## src/hdl/crc_checked_frame_receiver_assert.svh

```systemverilog
// Assertion helpers shared by the receiver modules.
`ifndef CRC_CHECKED_FRAME_RECEIVER_ASSERT_SVH
`define CRC_CHECKED_FRAME_RECEIVER_ASSERT_SVH

// Consequent must hold in the same cycle as the antecedent.
`define CRCFR_ASSERT_SAME(label, clk, rst_n, ante, cons) \
    label: assert property (@(posedge clk) disable iff (!rst_n) (ante) |-> (cons)) \
        else $error("assertion failed in receiver");

// Consequent must hold in the cycle after the antecedent.
`define CRCFR_ASSERT_NEXT(label, clk, rst_n, ante, cons) \
    label: assert property (@(posedge clk) disable iff (!rst_n) (ante) |=> (cons)) \
        else $error("assertion failed in receiver");

`endif

```

## src/hdl/crcfr_pkg.sv

```systemverilog
package crcfr_pkg;

    localparam int MAX_FRAME_BYTES = 512;
    localparam int LEN_W = 10;

    localparam logic [7:0] START_BYTE = 8'h7E;
    localparam logic [7:0] CRC_INIT = 8'hFF;
    localparam logic [15:0] CRC_POLY = 16'hA001;
    localparam logic [15:0] MIN_FRAME = 16'd10;
    localparam logic [15:0] WAIT_LIMIT_RST = 16'd1000;
    localparam logic [15:0] WAIT_MAX = 16'hFFFF;

    // Byte positions inside a frame, counted from the start byte.
    localparam logic [LEN_W-1:0] POS_SEQ = LEN_W'(1);
    localparam logic [LEN_W-1:0] POS_LEN_LO = LEN_W'(2);
    localparam logic [LEN_W-1:0] POS_CMD = LEN_W'(4);
    localparam logic [LEN_W-1:0] POS_ACK = LEN_W'(5);
    localparam logic [LEN_W-1:0] POS_CTRL = LEN_W'(6);
    localparam logic [LEN_W-1:0] POS_PAYLOAD = LEN_W'(8);

    typedef enum logic [1:0] {
        ST_OK      = 2'd0,
        ST_CRC     = 2'd1,
        ST_TIMEOUT = 2'd2,
        ST_BADLEN  = 2'd3
    } t_status;

    typedef enum logic {
        MODE_BYTE = 1'b0,
        MODE_TICK = 1'b1
    } t_mode;

    typedef struct packed {
        logic       mode;
        logic [7:0] rx_byte;
    } t_in_item;

    typedef struct packed {
        logic [7:0]       payload_byte;
        logic             last;
        logic [1:0]       status;
        logic [7:0]       seq_num;
        logic [7:0]       command;
        logic [7:0]       ack_code;
        logic [7:0]       ctrl_byte;
        logic [LEN_W-1:0] frame_bytes;
    } t_out_item;

    typedef struct packed {
        logic      valid;
        t_out_item item;
    } t_result;

endpackage

```

## src/hdl/crc_checked_frame_receiver.sv

```systemverilog
// A result is registered and appears on the output in the cycle after the item that causes it is accepted.
// Throughput: one item per cycle; the input is ready whenever the output register is empty
// or being emptied in the same cycle, and the CRC step is a single byte-wide update.
// Reset (synchronous, active low): receiver returns to idle, CRC registers to 0xFF,
// wait_limit to 1000, output register emptied.
module crc_checked_frame_receiver import crcfr_pkg::*; (
    input  logic        i_clk,
    input  logic        i_rst_n,
    input  logic        i_in_valid,
    output logic        o_in_ready,
    input  t_in_item    i_in_item,
    output logic        o_out_valid,
    input  logic        i_out_ready,
    output t_out_item   o_out_item,
    input  logic        i_cfg_we,
    input  logic [15:0] i_cfg_wdata
);

    t_result result;
    logic    space;

    assign o_in_ready = space;

    crcfr_parser u_parser (
        .i_clk       (i_clk),
        .i_rst_n     (i_rst_n),
        .i_accept    (i_in_valid && space),
        .i_item      (i_in_item),
        .i_cfg_we    (i_cfg_we),
        .i_cfg_wdata (i_cfg_wdata),
        .o_result    (result)
    );

    crcfr_outbuf u_outbuf (
        .i_clk       (i_clk),
        .i_rst_n     (i_rst_n),
        .i_result    (result),
        .i_out_ready (i_out_ready),
        .o_space     (space),
        .o_out_valid (o_out_valid),
        .o_out_item  (o_out_item)
    );

endmodule

```

## src/hdl/crcfr_crc16.sv

```systemverilog
module crcfr_crc16 import crcfr_pkg::*; (
    input  logic [7:0] i_crc_hi,
    input  logic [7:0] i_crc_lo,
    input  logic [7:0] i_data,
    output logic [7:0] o_crc_hi,
    output logic [7:0] o_crc_lo
);

    logic [15:0] t;

    // Bitwise form of the table-driven Modbus update: the table entry for
    // (hi ^ data) is this 8-step reduction.
    always_comb begin
        t = {8'h00, i_crc_hi ^ i_data};
        for (int k = 0; k < 8; k++) begin
            t = t[0] ? ((t >> 1) ^ CRC_POLY) : (t >> 1);
        end
        o_crc_hi = i_crc_lo ^ t[7:0];
        o_crc_lo = t[15:8];
    end

endmodule

```

## src/hdl/crcfr_parser.sv

```systemverilog
`include "crc_checked_frame_receiver_assert.svh"

module crcfr_parser import crcfr_pkg::*; (
    input  logic        i_clk,
    input  logic        i_rst_n,
    input  logic        i_accept,
    input  t_in_item    i_item,
    input  logic        i_cfg_we,
    input  logic [15:0] i_cfg_wdata,
    output t_result     o_result
);

    typedef enum logic [1:0] {
        PH_IDLE = 2'd0,
        PH_HEAD = 2'd1,
        PH_BODY = 2'd2
    } t_phase;

    t_phase           r_phase, n_phase;
    logic [15:0]      r_wait_limit;
    logic [15:0]      r_wait, n_wait;
    logic [LEN_W-1:0] r_count, n_count;
    logic [7:0]       r_len_lo, n_len_lo;
    logic [LEN_W-1:0] r_frame_len, n_frame_len;
    logic [7:0]       r_crc_hi, n_crc_hi;
    logic [7:0]       r_crc_lo, n_crc_lo;
    logic [7:0]       r_seq, n_seq;
    logic [7:0]       r_cmd, n_cmd;
    logic [7:0]       r_ack, n_ack;
    logic [7:0]       r_ctrl, n_ctrl;
    logic [7:0]       r_held, n_held;

    logic [7:0]       crc_hi_in, crc_lo_in, crc_hi_out, crc_lo_out;
    logic [15:0]      wait_inc;
    logic [15:0]      len_full;
    logic [LEN_W:0]   pos_plus2;
    logic [LEN_W:0]   len_ext;
    t_out_item        base_item;

    // A start byte reseeds the CRC, so idle feeds the initial value.
    assign crc_hi_in = (r_phase == PH_IDLE) ? CRC_INIT : r_crc_hi;
    assign crc_lo_in = (r_phase == PH_IDLE) ? CRC_INIT : r_crc_lo;

    crcfr_crc16 u_crc (
        .i_crc_hi (crc_hi_in),
        .i_crc_lo (crc_lo_in),
        .i_data   (i_item.rx_byte),
        .o_crc_hi (crc_hi_out),
        .o_crc_lo (crc_lo_out)
    );

    assign wait_inc  = (r_wait == WAIT_MAX) ? r_wait : r_wait + 16'd1;
    assign len_full  = {i_item.rx_byte, r_len_lo} & 16'hFFFE;
    assign pos_plus2 = {1'b0, r_count} + (LEN_W+1)'(2);
    assign len_ext   = {1'b0, r_frame_len};

    always_comb begin
        base_item              = '0;
        base_item.seq_num      = r_seq;
        base_item.command      = r_cmd;
        base_item.ack_code     = r_ack;
        base_item.ctrl_byte    = r_ctrl;
        base_item.frame_bytes  = (r_phase == PH_BODY) ? r_frame_len : '0;
    end

    always_comb begin
        n_phase     = r_phase;
        n_wait      = r_wait;
        n_count     = r_count;
        n_len_lo    = r_len_lo;
        n_frame_len = r_frame_len;
        n_crc_hi    = r_crc_hi;
        n_crc_lo    = r_crc_lo;
        n_seq       = r_seq;
        n_cmd       = r_cmd;
        n_ack       = r_ack;
        n_ctrl      = r_ctrl;
        n_held      = r_held;
        o_result    = '0;

        if (i_accept) begin
            if (i_item.mode == MODE_TICK) begin
                if (r_phase != PH_IDLE) begin
                    n_wait = wait_inc;
                    if (wait_inc > r_wait_limit) begin
                        o_result.valid       = 1'b1;
                        o_result.item        = base_item;
                        o_result.item.last   = 1'b1;
                        o_result.item.status = ST_TIMEOUT;
                        n_phase              = PH_IDLE;
                    end
                end
            end else begin
                unique case (r_phase)
                    PH_IDLE: begin
                        if (i_item.rx_byte == START_BYTE) begin
                            n_crc_hi    = crc_hi_out;
                            n_crc_lo    = crc_lo_out;
                            n_count     = POS_SEQ;
                            n_len_lo    = '0;
                            n_frame_len = '0;
                            n_seq       = '0;
                            n_cmd       = '0;
                            n_ack       = '0;
                            n_ctrl      = '0;
                            n_held      = '0;
                            n_wait      = '0;
                            n_phase     = PH_HEAD;
                        end
                    end
                    PH_HEAD: begin
                        n_crc_hi = crc_hi_out;
                        n_crc_lo = crc_lo_out;
                        n_count  = r_count + LEN_W'(1);
                        if (r_count == POS_SEQ) begin
                            n_seq = i_item.rx_byte;
                        end else if (r_count == POS_LEN_LO) begin
                            n_len_lo = i_item.rx_byte;
                        end else if (len_full < MIN_FRAME
                                     || len_full > 16'(MAX_FRAME_BYTES)) begin
                            o_result.valid       = 1'b1;
                            o_result.item        = base_item;
                            o_result.item.last   = 1'b1;
                            o_result.item.status = ST_BADLEN;
                            n_phase              = PH_IDLE;
                        end else begin
                            n_frame_len = len_full[LEN_W-1:0];
                            n_wait      = '0;
                            n_phase     = PH_BODY;
                        end
                    end
                    PH_BODY: begin
                        n_count = r_count + LEN_W'(1);
                        if (pos_plus2 < len_ext) begin
                            n_crc_hi = crc_hi_out;
                            n_crc_lo = crc_lo_out;
                            if (r_count == POS_CMD) begin
                                n_cmd = i_item.rx_byte;
                            end else if (r_count == POS_ACK) begin
                                n_ack = i_item.rx_byte;
                            end else if (r_count == POS_CTRL) begin
                                n_ctrl = i_item.rx_byte;
                            end else if (r_count >= POS_PAYLOAD) begin
                                o_result.valid             = 1'b1;
                                o_result.item              = base_item;
                                o_result.item.payload_byte = i_item.rx_byte;
                            end
                        end else if (pos_plus2 == len_ext) begin
                            n_held = i_item.rx_byte;
                        end else begin
                            o_result.valid       = 1'b1;
                            o_result.item        = base_item;
                            o_result.item.last   = 1'b1;
                            o_result.item.status =
                                (r_held == r_crc_lo && i_item.rx_byte == r_crc_hi)
                                ? ST_OK : ST_CRC;
                            n_phase              = PH_IDLE;
                        end
                    end
                    default: begin
                        n_phase = PH_IDLE;
                    end
                endcase
            end
        end
    end

    always_ff @(posedge i_clk) begin
        if (!i_rst_n) begin
            r_phase      <= PH_IDLE;
            r_wait_limit <= WAIT_LIMIT_RST;
            r_wait       <= '0;
            r_count      <= '0;
            r_len_lo     <= '0;
            r_frame_len  <= '0;
            r_crc_hi     <= CRC_INIT;
            r_crc_lo     <= CRC_INIT;
            r_seq        <= '0;
            r_cmd        <= '0;
            r_ack        <= '0;
            r_ctrl       <= '0;
            r_held       <= '0;
        end else begin
            r_phase     <= n_phase;
            r_wait      <= n_wait;
            r_count     <= n_count;
            r_len_lo    <= n_len_lo;
            r_frame_len <= n_frame_len;
            r_crc_hi    <= n_crc_hi;
            r_crc_lo    <= n_crc_lo;
            r_seq       <= n_seq;
            r_cmd       <= n_cmd;
            r_ack       <= n_ack;
            r_ctrl      <= n_ctrl;
            r_held      <= n_held;
            if (i_cfg_we) begin
                r_wait_limit <= i_cfg_wdata;
            end
        end
    end

    `CRCFR_ASSERT_SAME(a_body_len_range, i_clk, i_rst_n, r_phase == PH_BODY,
        r_frame_len >= MIN_FRAME[LEN_W-1:0] && !r_frame_len[0])
    `CRCFR_ASSERT_SAME(a_payload_plain, i_clk, i_rst_n, o_result.valid && !o_result.item.last,
        o_result.item.status == ST_OK && r_phase == PH_BODY)
    `CRCFR_ASSERT_NEXT(a_last_ends_frame, i_clk, i_rst_n, o_result.valid && o_result.item.last,
        r_phase == PH_IDLE)

endmodule

```

## src/hdl/crcfr_outbuf.sv

```systemverilog
`include "crc_checked_frame_receiver_assert.svh"

module crcfr_outbuf import crcfr_pkg::*; (
    input  logic      i_clk,
    input  logic      i_rst_n,
    input  t_result   i_result,
    input  logic      i_out_ready,
    output logic      o_space,
    output logic      o_out_valid,
    output t_out_item o_out_item
);

    logic      r_valid;
    t_out_item r_item;

    // A new item may enter whenever the register is empty or the held result leaves in the same cycle.
    assign o_space     = !r_valid || i_out_ready;
    assign o_out_valid = r_valid;
    assign o_out_item  = r_item;

    always_ff @(posedge i_clk) begin
        if (!i_rst_n) begin
            r_valid <= 1'b0;
        end else if (i_result.valid) begin
            r_valid <= 1'b1;
        end else if (i_out_ready) begin
            r_valid <= 1'b0;
        end
    end

    always_ff @(posedge i_clk) begin
        if (i_result.valid) begin
            r_item <= i_result.item;
        end
    end

    `CRCFR_ASSERT_SAME(a_no_overwrite, i_clk, i_rst_n, i_result.valid, o_space)
    `CRCFR_ASSERT_NEXT(a_push_shows, i_clk, i_rst_n, i_result.valid, r_valid)
    `CRCFR_ASSERT_NEXT(a_idle_stays, i_clk, i_rst_n, !r_valid && !i_result.valid, !r_valid)

endmodule
```

## config.mk

```make
export PLATFORM = sky130hd
export DESIGN_NAME = crc_checked_frame_receiver
export DESIGN_NICKNAME = d
export VERILOG_FILES = /design/src/hdl/crcfr_pkg.sv /design/src/hdl/crc_checked_frame_receiver.sv /design/src/hdl/crcfr_crc16.sv /design/src/hdl/crcfr_parser.sv /design/src/hdl/crcfr_outbuf.sv
export VERILOG_INCLUDE_DIRS = /design/src /design/src/hdl
export SDC_FILE = /design/constraint.sdc
export NUM_CORES = 1
export LEC_CHECK = 0
export BUFFER_PORTS_ARGS = -buffer_cell sky130_fd_sc_hd__buf_2
export CAP_MARGIN = 25
export CORE_MARGIN = 5
export CORE_UTILIZATION = 52
export CTS_BUF_LIST = sky130_fd_sc_hd__clkbuf_4
export DETAILED_ROUTE_END_ITERATION = 10
export GPL_TIMING_DRIVEN = 0
export PLACE_DENSITY = 0.71
export SLEW_MARGIN = 20
export SYNTH_ARGS = -nofsm -noshare
export SYNTH_HDL_FRONTEND = slang
export SYNTH_SLANG_ARGS = --single-unit
```

## constraint.sdc

```tcl
create_clock -name i_clk -period 11.74 [get_ports i_clk]
set_clock_uncertainty 0.05 [all_clocks]
set_input_delay 1.761 -clock i_clk [delete_from_list [all_inputs] [get_ports i_clk]]
set_output_delay 1.761 -clock i_clk [all_outputs]
set_load 0.01 [all_outputs]
```

* Word level (Yosys, flattened, before mapping)
Cells that the tools add are included.
Storage, ports and cells: register bits 172, bits in latches 0, RAM bits 0, memory bits (read-only) 0, bits of input ports 30, logic and storage cells 180, memories kept 0
Cells by class: add/sub/neg operators 3, multiply operators 0, divide/modulo/power cells 0, order comparisons 5, eq/ne operators 34, shift-type cells 0, muxes and demuxes 80, bitwise logic cells 11, reduce and logical (&&, ||, !) cells 25
Operators with widths (count):
- $mux 54 | 13
- $mux 16 | 15
- $mux 8 | 21
- $pmux 54 s2 | 1
- $pmux 8 s2 | 6
- $mux 10 | 6
- $pmux 8 s3 | 2
- $pmux 10 s2 | 2
- $pmux 16 s2 | 1
- $eq 10x3->1 const B | 3
- $ne 2x2->1 const B | 12
- $not 2->3 | 7
- $reduce_and 7->1 | 3
- $mux 2 | 9
- $ne 3x3->1 const B | 6
- $reduce_and 6->1 | 3
- $add 16x1->16 const B | 1
- $eq 16x16->1 const B | 1
- $eq 8x8->1 | 2
- $gt 16x10->1 const B | 1
- $gt 16x16->1 | 1
- $lt 16x4->1 const B | 1
- $reduce_and 8->1 | 2
- $xor 8x8->8 | 2
- 24 further kinds | 37

* Logic depth before layout (Yosys ltp)
depth after elaboration 22, gate-level depth with buffers 17

* Cells and area by module
From an unflattened synthesis, not the netlist that was laid out.
Unflattened totals: cell total of the unflattened synthesis 873, area, all modules 8593.2 µm²
Modules (own cells, without submodules):
- crcfr_parser | instances 1, cells an instance 789, area each 6695.2 µm²
- crcfr_outbuf | instances 1, cells an instance 57, area each 1640.3 µm²
- crcfr_crc16 | instances 1, cells an instance 26, area each 251.5 µm²
- crc_checked_frame_receiver | instances 1, cells an instance 1, area each 6.3 µm²

* Least setup slack after synthesis
Ideal clock, no wire load.
kind in2reg, from in i_in_item[0] in the netlist's numbering, to reg u_outbuf.r_item, in the netlist u_outbuf.o_out_item[10], enable pin, setup time 0.420 ns, data arrival time 4.464 ns, setup slack 6.806 ns, cell stages on the path 9, buffers on the path 2, path through clkbuf_1 -> nor2_1 -> and3_1 -> o2111a_1 -> nor2b_4 -> o21bai_4 -> a22oi_4 -> buf_8 -> nor2_2
RTL lines:
- start: declaration | RTL line crc_checked_frame_receiver.sv:11 | input t_in_item i_in_item,
- end signal: assignment | RTL line crcfr_outbuf.sv:33 | r_item <= i_result.item;
- end: declaration | RTL line crcfr_outbuf.sv:14 | t_out_item r_item;

==> results.py <==
metrics = {
    "synthesis": {
        "synth-edff-count": 52,
        "ys_warn_count": 0,
        "ys_types": 68,
        "postSynthNetCount": 1006,
        "yosysMostFrequentCell": "dfxtp_1",
        "synthArstFlopShare_pct": 0,
        "ys_seq_area_share_pct": 44.2,
        "synth_common_cells": "117 x dfxtp_1, 83 x nand2_1, 77 x nor2_1",
        "synthTopCellsByArea": "dfxtp_1 27%, edfxtp_1 18%, ha_1 5.1%, mux2i_1 5.0%, nor2b_1 4.5%",
        "synth_top_area_share_pct": 26.5,
        "yosysTopAreaCell": "dfxtp_1",
        "ys.flop_type": "dfxtp_1",
        "synth_area_um2": 8830,
        "avgSynthCellArea_um2": 9.39,
        "synthCells": 940,
        "synth-seq-cells": 169,
    },
    "setup_path": {
        "r2r_cells": 16,
        "crit_path_frequent_cell": "and3_1",
        "critPathArrivalTime_ns": 5.28,
        "start_kind": "register",
        "crit_buf_inv": 3,
        "critical_path_depth": 16,
        "critPathTopFamily": "simple AND/OR/NAND/NOR gates",
        "crit_path_cell_trace": "and3_1 > and3_1 > and4_1 > clkbuf_1 > nand3_1 > and3_1 > xor2_1 > ha_1 > nand4_1 > nor3_1 > a41o_1 > nor2_1 > a22oi_4 > buf_8 > nor2_4 > buf_12",
        "critPathMaxStageDelay_ns": 0.57,
        "cp-end-kind": "register",
        "path_max_fanout": 31,
        "critPathKind": "register to register",
        "slowest_stage": "nor2_4",
        "cp.required_ns": 11.99,
    },
    "place": {
        "gp_congestion": 0.888,
        "hpwlAfterDp_mm": 15.8,
        "port_buffers": 73,
    },
    "power_and_ir_drop": {
        "leakagePower_nw": 3.93,
        "cellPowerDensity_nw_per_um2": 99.6,
        "p_clk_share_pct": 32.1,
        "swShare_pct": 26.4,
        "pwr-share-comb_pct": 5.8,
        "switchingPower_mw": 0.256,
        "design_power_total_mw": 0.971,
        "p_int_mw": 0.715,
        "vdd_drop_max_v": 0.0000536,
        "pwr-share-seq_pct": 62.1,
    },
    "routing": {
        "drt-total-wl_mm": 21.1,
        "firstDrtPassIters": 5,
        "vias_per_cell": 5.41,
        "routedWlPerCell_um": 16.7,
        "drc": 0,
        "drt_iter0_markers": 460,
        "detail-route-antenna-nets": 0,
        "vias": 6859,
    },
    "finish": {
        "multiInputGateArea_um2": 4520,
        "drive_gt1_share_pct": 14.4,
        "seq_area_um2": 3900,
        "area_delta_synth_final_pct": 10.5,
        "nNetsFinal": 1100,
        "n_fill_cell": 1498,
    },
    "timing": {
        "maxSlewHeadroom_pct": 40.6,
        "tightestPinTransition_ns": 0.886,
        "finalSetupTns_ns": 0,
        "timing.final.crit_share_pct": 42.8,
        "setup_violations": 0,
        "drv_slew": 0,
        "fin_crit_ns": 5.03,
        "hold_viol": 0,
        "rsz0062_at_grt": "no",
        "max_freq_mhz": 199,
    },
    "die": {
        "rows": 47,
        "initial_core_util_pct": 53.1,
        "die_x_um": 140,
        "fp.dieH_um": 140,
        "core_area_um2": 16600,
        "die_area_um2": 19700,
        "ios": 85,
    },
    "grt": {
        "grt-ovfl-total": 0,
        "antenna_found_initial": 1,
        "grt_util_all_layers_pct": 21.6,
        "grt_pass1_wl_mm": 34.0,
        "grt_pass1_vias": 6558,
        "grt_max_degree": 32,
    },
    "worst_hold_path": {
        "min_path_type": "register to register",
        "min_path_cells": 2,
    },
    "clock_network": {
        "clkSlewWorstSetupHoldPaths_ns": 0.14,
        "cts_resized": 0,
        "clockBufferDepth": 2,
        "cts_tree": "done",
        "cts-root-buf": "clkbuf_4",
        "cts_buffers": 17,
        "hold_buffers": 0,
        "post-cts-setup-buffers": 0,
        "cts.sinks": 169,
        "htree_num_levels": 4,
        "insertion_delay_ns": 0.60,
    },
    "status": {
        "outcome": "finished, final reports clean",
    },
    "job": {
        "max_cap_violations": 0,
    },
}
final timing paths:
| path | endpoint | slack [ns] | startpoint |
|---|---|---|---|
| setup / recovery | u_outbuf.o_out_item[2] | 6.71 | u_parser.r_wait[3] |
| hold / removal | u_parser.r_frame_len[7] | 0.44 | u_parser.r_frame_len[7] |
| setup reg to reg | u_outbuf.o_out_item[2] | 6.71 | u_parser.r_wait[3] |
| hold reg to reg | u_parser.r_frame_len[7] | 0.44 | u_parser.r_frame_len[7] |
power groups by stage:
| stage | Combinational, mW | Clock (mW) | Sequential (mW) |
|---|---|---|---|
| after floorplan | 0.0387 | 0 | 0.615 |
| after global placement | 0.0552 | 0 | 0.616 |
| after detailed placement | 0.0559 | 0 | 0.616 |
| after CTS | 0.0563 | 0.317 | 0.603 |
| after global routing | 0.0615 | 0.343 | 0.604 |
| final | 0.0567 | 0.312 | 0.603 |
layout by cell type (no fill, tap or decap), types with 7 or more instances in the layout:
master | synthesis | layout
dfxtp_1 | 117 | 117
nor2_2 | 13 | 12
edfxtp_1 | 52 | 52
clkbuf_1 | 45 | 45
xor2_1 | 37 | 37
nor2_1 | 77 | 77
nand4_1 | 12 | 12
o211ai_1 | 20 | 20
nor3_1 | 28 | 28
nand3_1 | 28 | 28
a21oi_1 | 14 | 14
nand2_1 | 83 | 83
nor4_1 | 9 | 9
nor2b_1 | 64 | 64
a21boi_0 | 7 | 7
buf_2 | 8 | 82
and2_1 | 22 | 22
and3_1 | 13 | 13
a31oi_1 | 11 | 11
inv_1 | 39 | 39
o21ai_0 | 32 | 32
ha_1 | 36 | 36
xnor2_1 | 32 | 32
clkbuf_4 | 0 | 18
mux2i_1 | 44 | 44
o2bb2ai_1 | 7 | 7
metrics by stage:
step | worst slack [ns] | hold WS [ns] | instances | util, % | area (µm²)
6_report | 6.71 | 0.439 | 1269 | 58.6 | 9760
3_5_place_dp | 6.81 | 0.422 | 1235 | 57.1 | 9500
3_3_place_gp | 5.70 | 0.415 | 1233 | 56.9 | 9470
4_1_cts | 6.77 | 0.441 | 1267 | 58.6 | 9750
2_1_floorplan | 6.81 | 0.404 | 940 | - | 8830
5_1_grt | 6.37 | 0.464 | 1269 | 58.6 | 9760
layer usage:
layer	GRT usage, %	vias to the layer above	wire length, µm	part of all wire (%)
met5	0	-	0	0
met4	6.58	0	422	2.0
met3	4.36	33	1230	5.8
met2	35.7	204	9780	46
met1	28.8	3170	9720	46
li1	-	3452	-	-
state kept, by name (all words and copies together) (netlist names):
| signal | count |
|---|---|
| u_parser.r_cmd | 8 |
| u_parser.r_ack | 8 |
| u_parser.r_len_lo | 7 |
| u_parser.r_held | 8 |
| u_parser.r_crc_lo | 8 |
| u_parser.r_wait | 16 |
| u_outbuf.o_out_item | 52 |
| u_parser.r_crc_hi | 8 |
| u_parser.r_count | 10 |
| u_parser.r_phase | 2 |
| u_parser.r_seq | 8 |
| u_parser.r_ctrl | 8 |
| u_parser.r_frame_len | 9 |
| u_parser.r_wait_limit | 16 |
| u_outbuf.o_out_valid | 1 |
layout make-up:
| type | count | area share [%] |
|---|---|---|
| antenna | 2 | 0.0513 |
| buffer | 58 | 2.64 |
| clock buffer | 18 | 1.39 |
| clock inverter | 14 | 1.18 |
| inverter | 40 | 1.54 |
| multi-input combinational | 673 | 46.4 |
| sequential | 169 | 40.0 |
| tap | 220 | 2.82 |
| timing repair buffer | 75 | 4.00 |
worst min-delay path, stage by stage (launching register included):
cell      delay [ns]
dfxtp_1         0.33
o21ai_0         0.06
a21boi_0        0.07
kinds of logic (layout without fill, tap and decap cells):
| group | Yosys count | in the layout | synth area share [%] |
|---|---|---|---|
| compound gates | 145 | 145 | 11.8 |
| xor+xnor | 71 | 71 | 7.35 |
| fa+ha+maj | 36 | 36 | 5.10 |
| buf+inv | 98 | 205 | 4.62 |
| flops | 169 | 169 | 44.2 |
| mux | 48 | 48 | 5.50 |
| other cells | 1 | 3 | 0.0425 |
| simple gates | 372 | 372 | 21.4 |
Power figures use the tool's default switching activity.
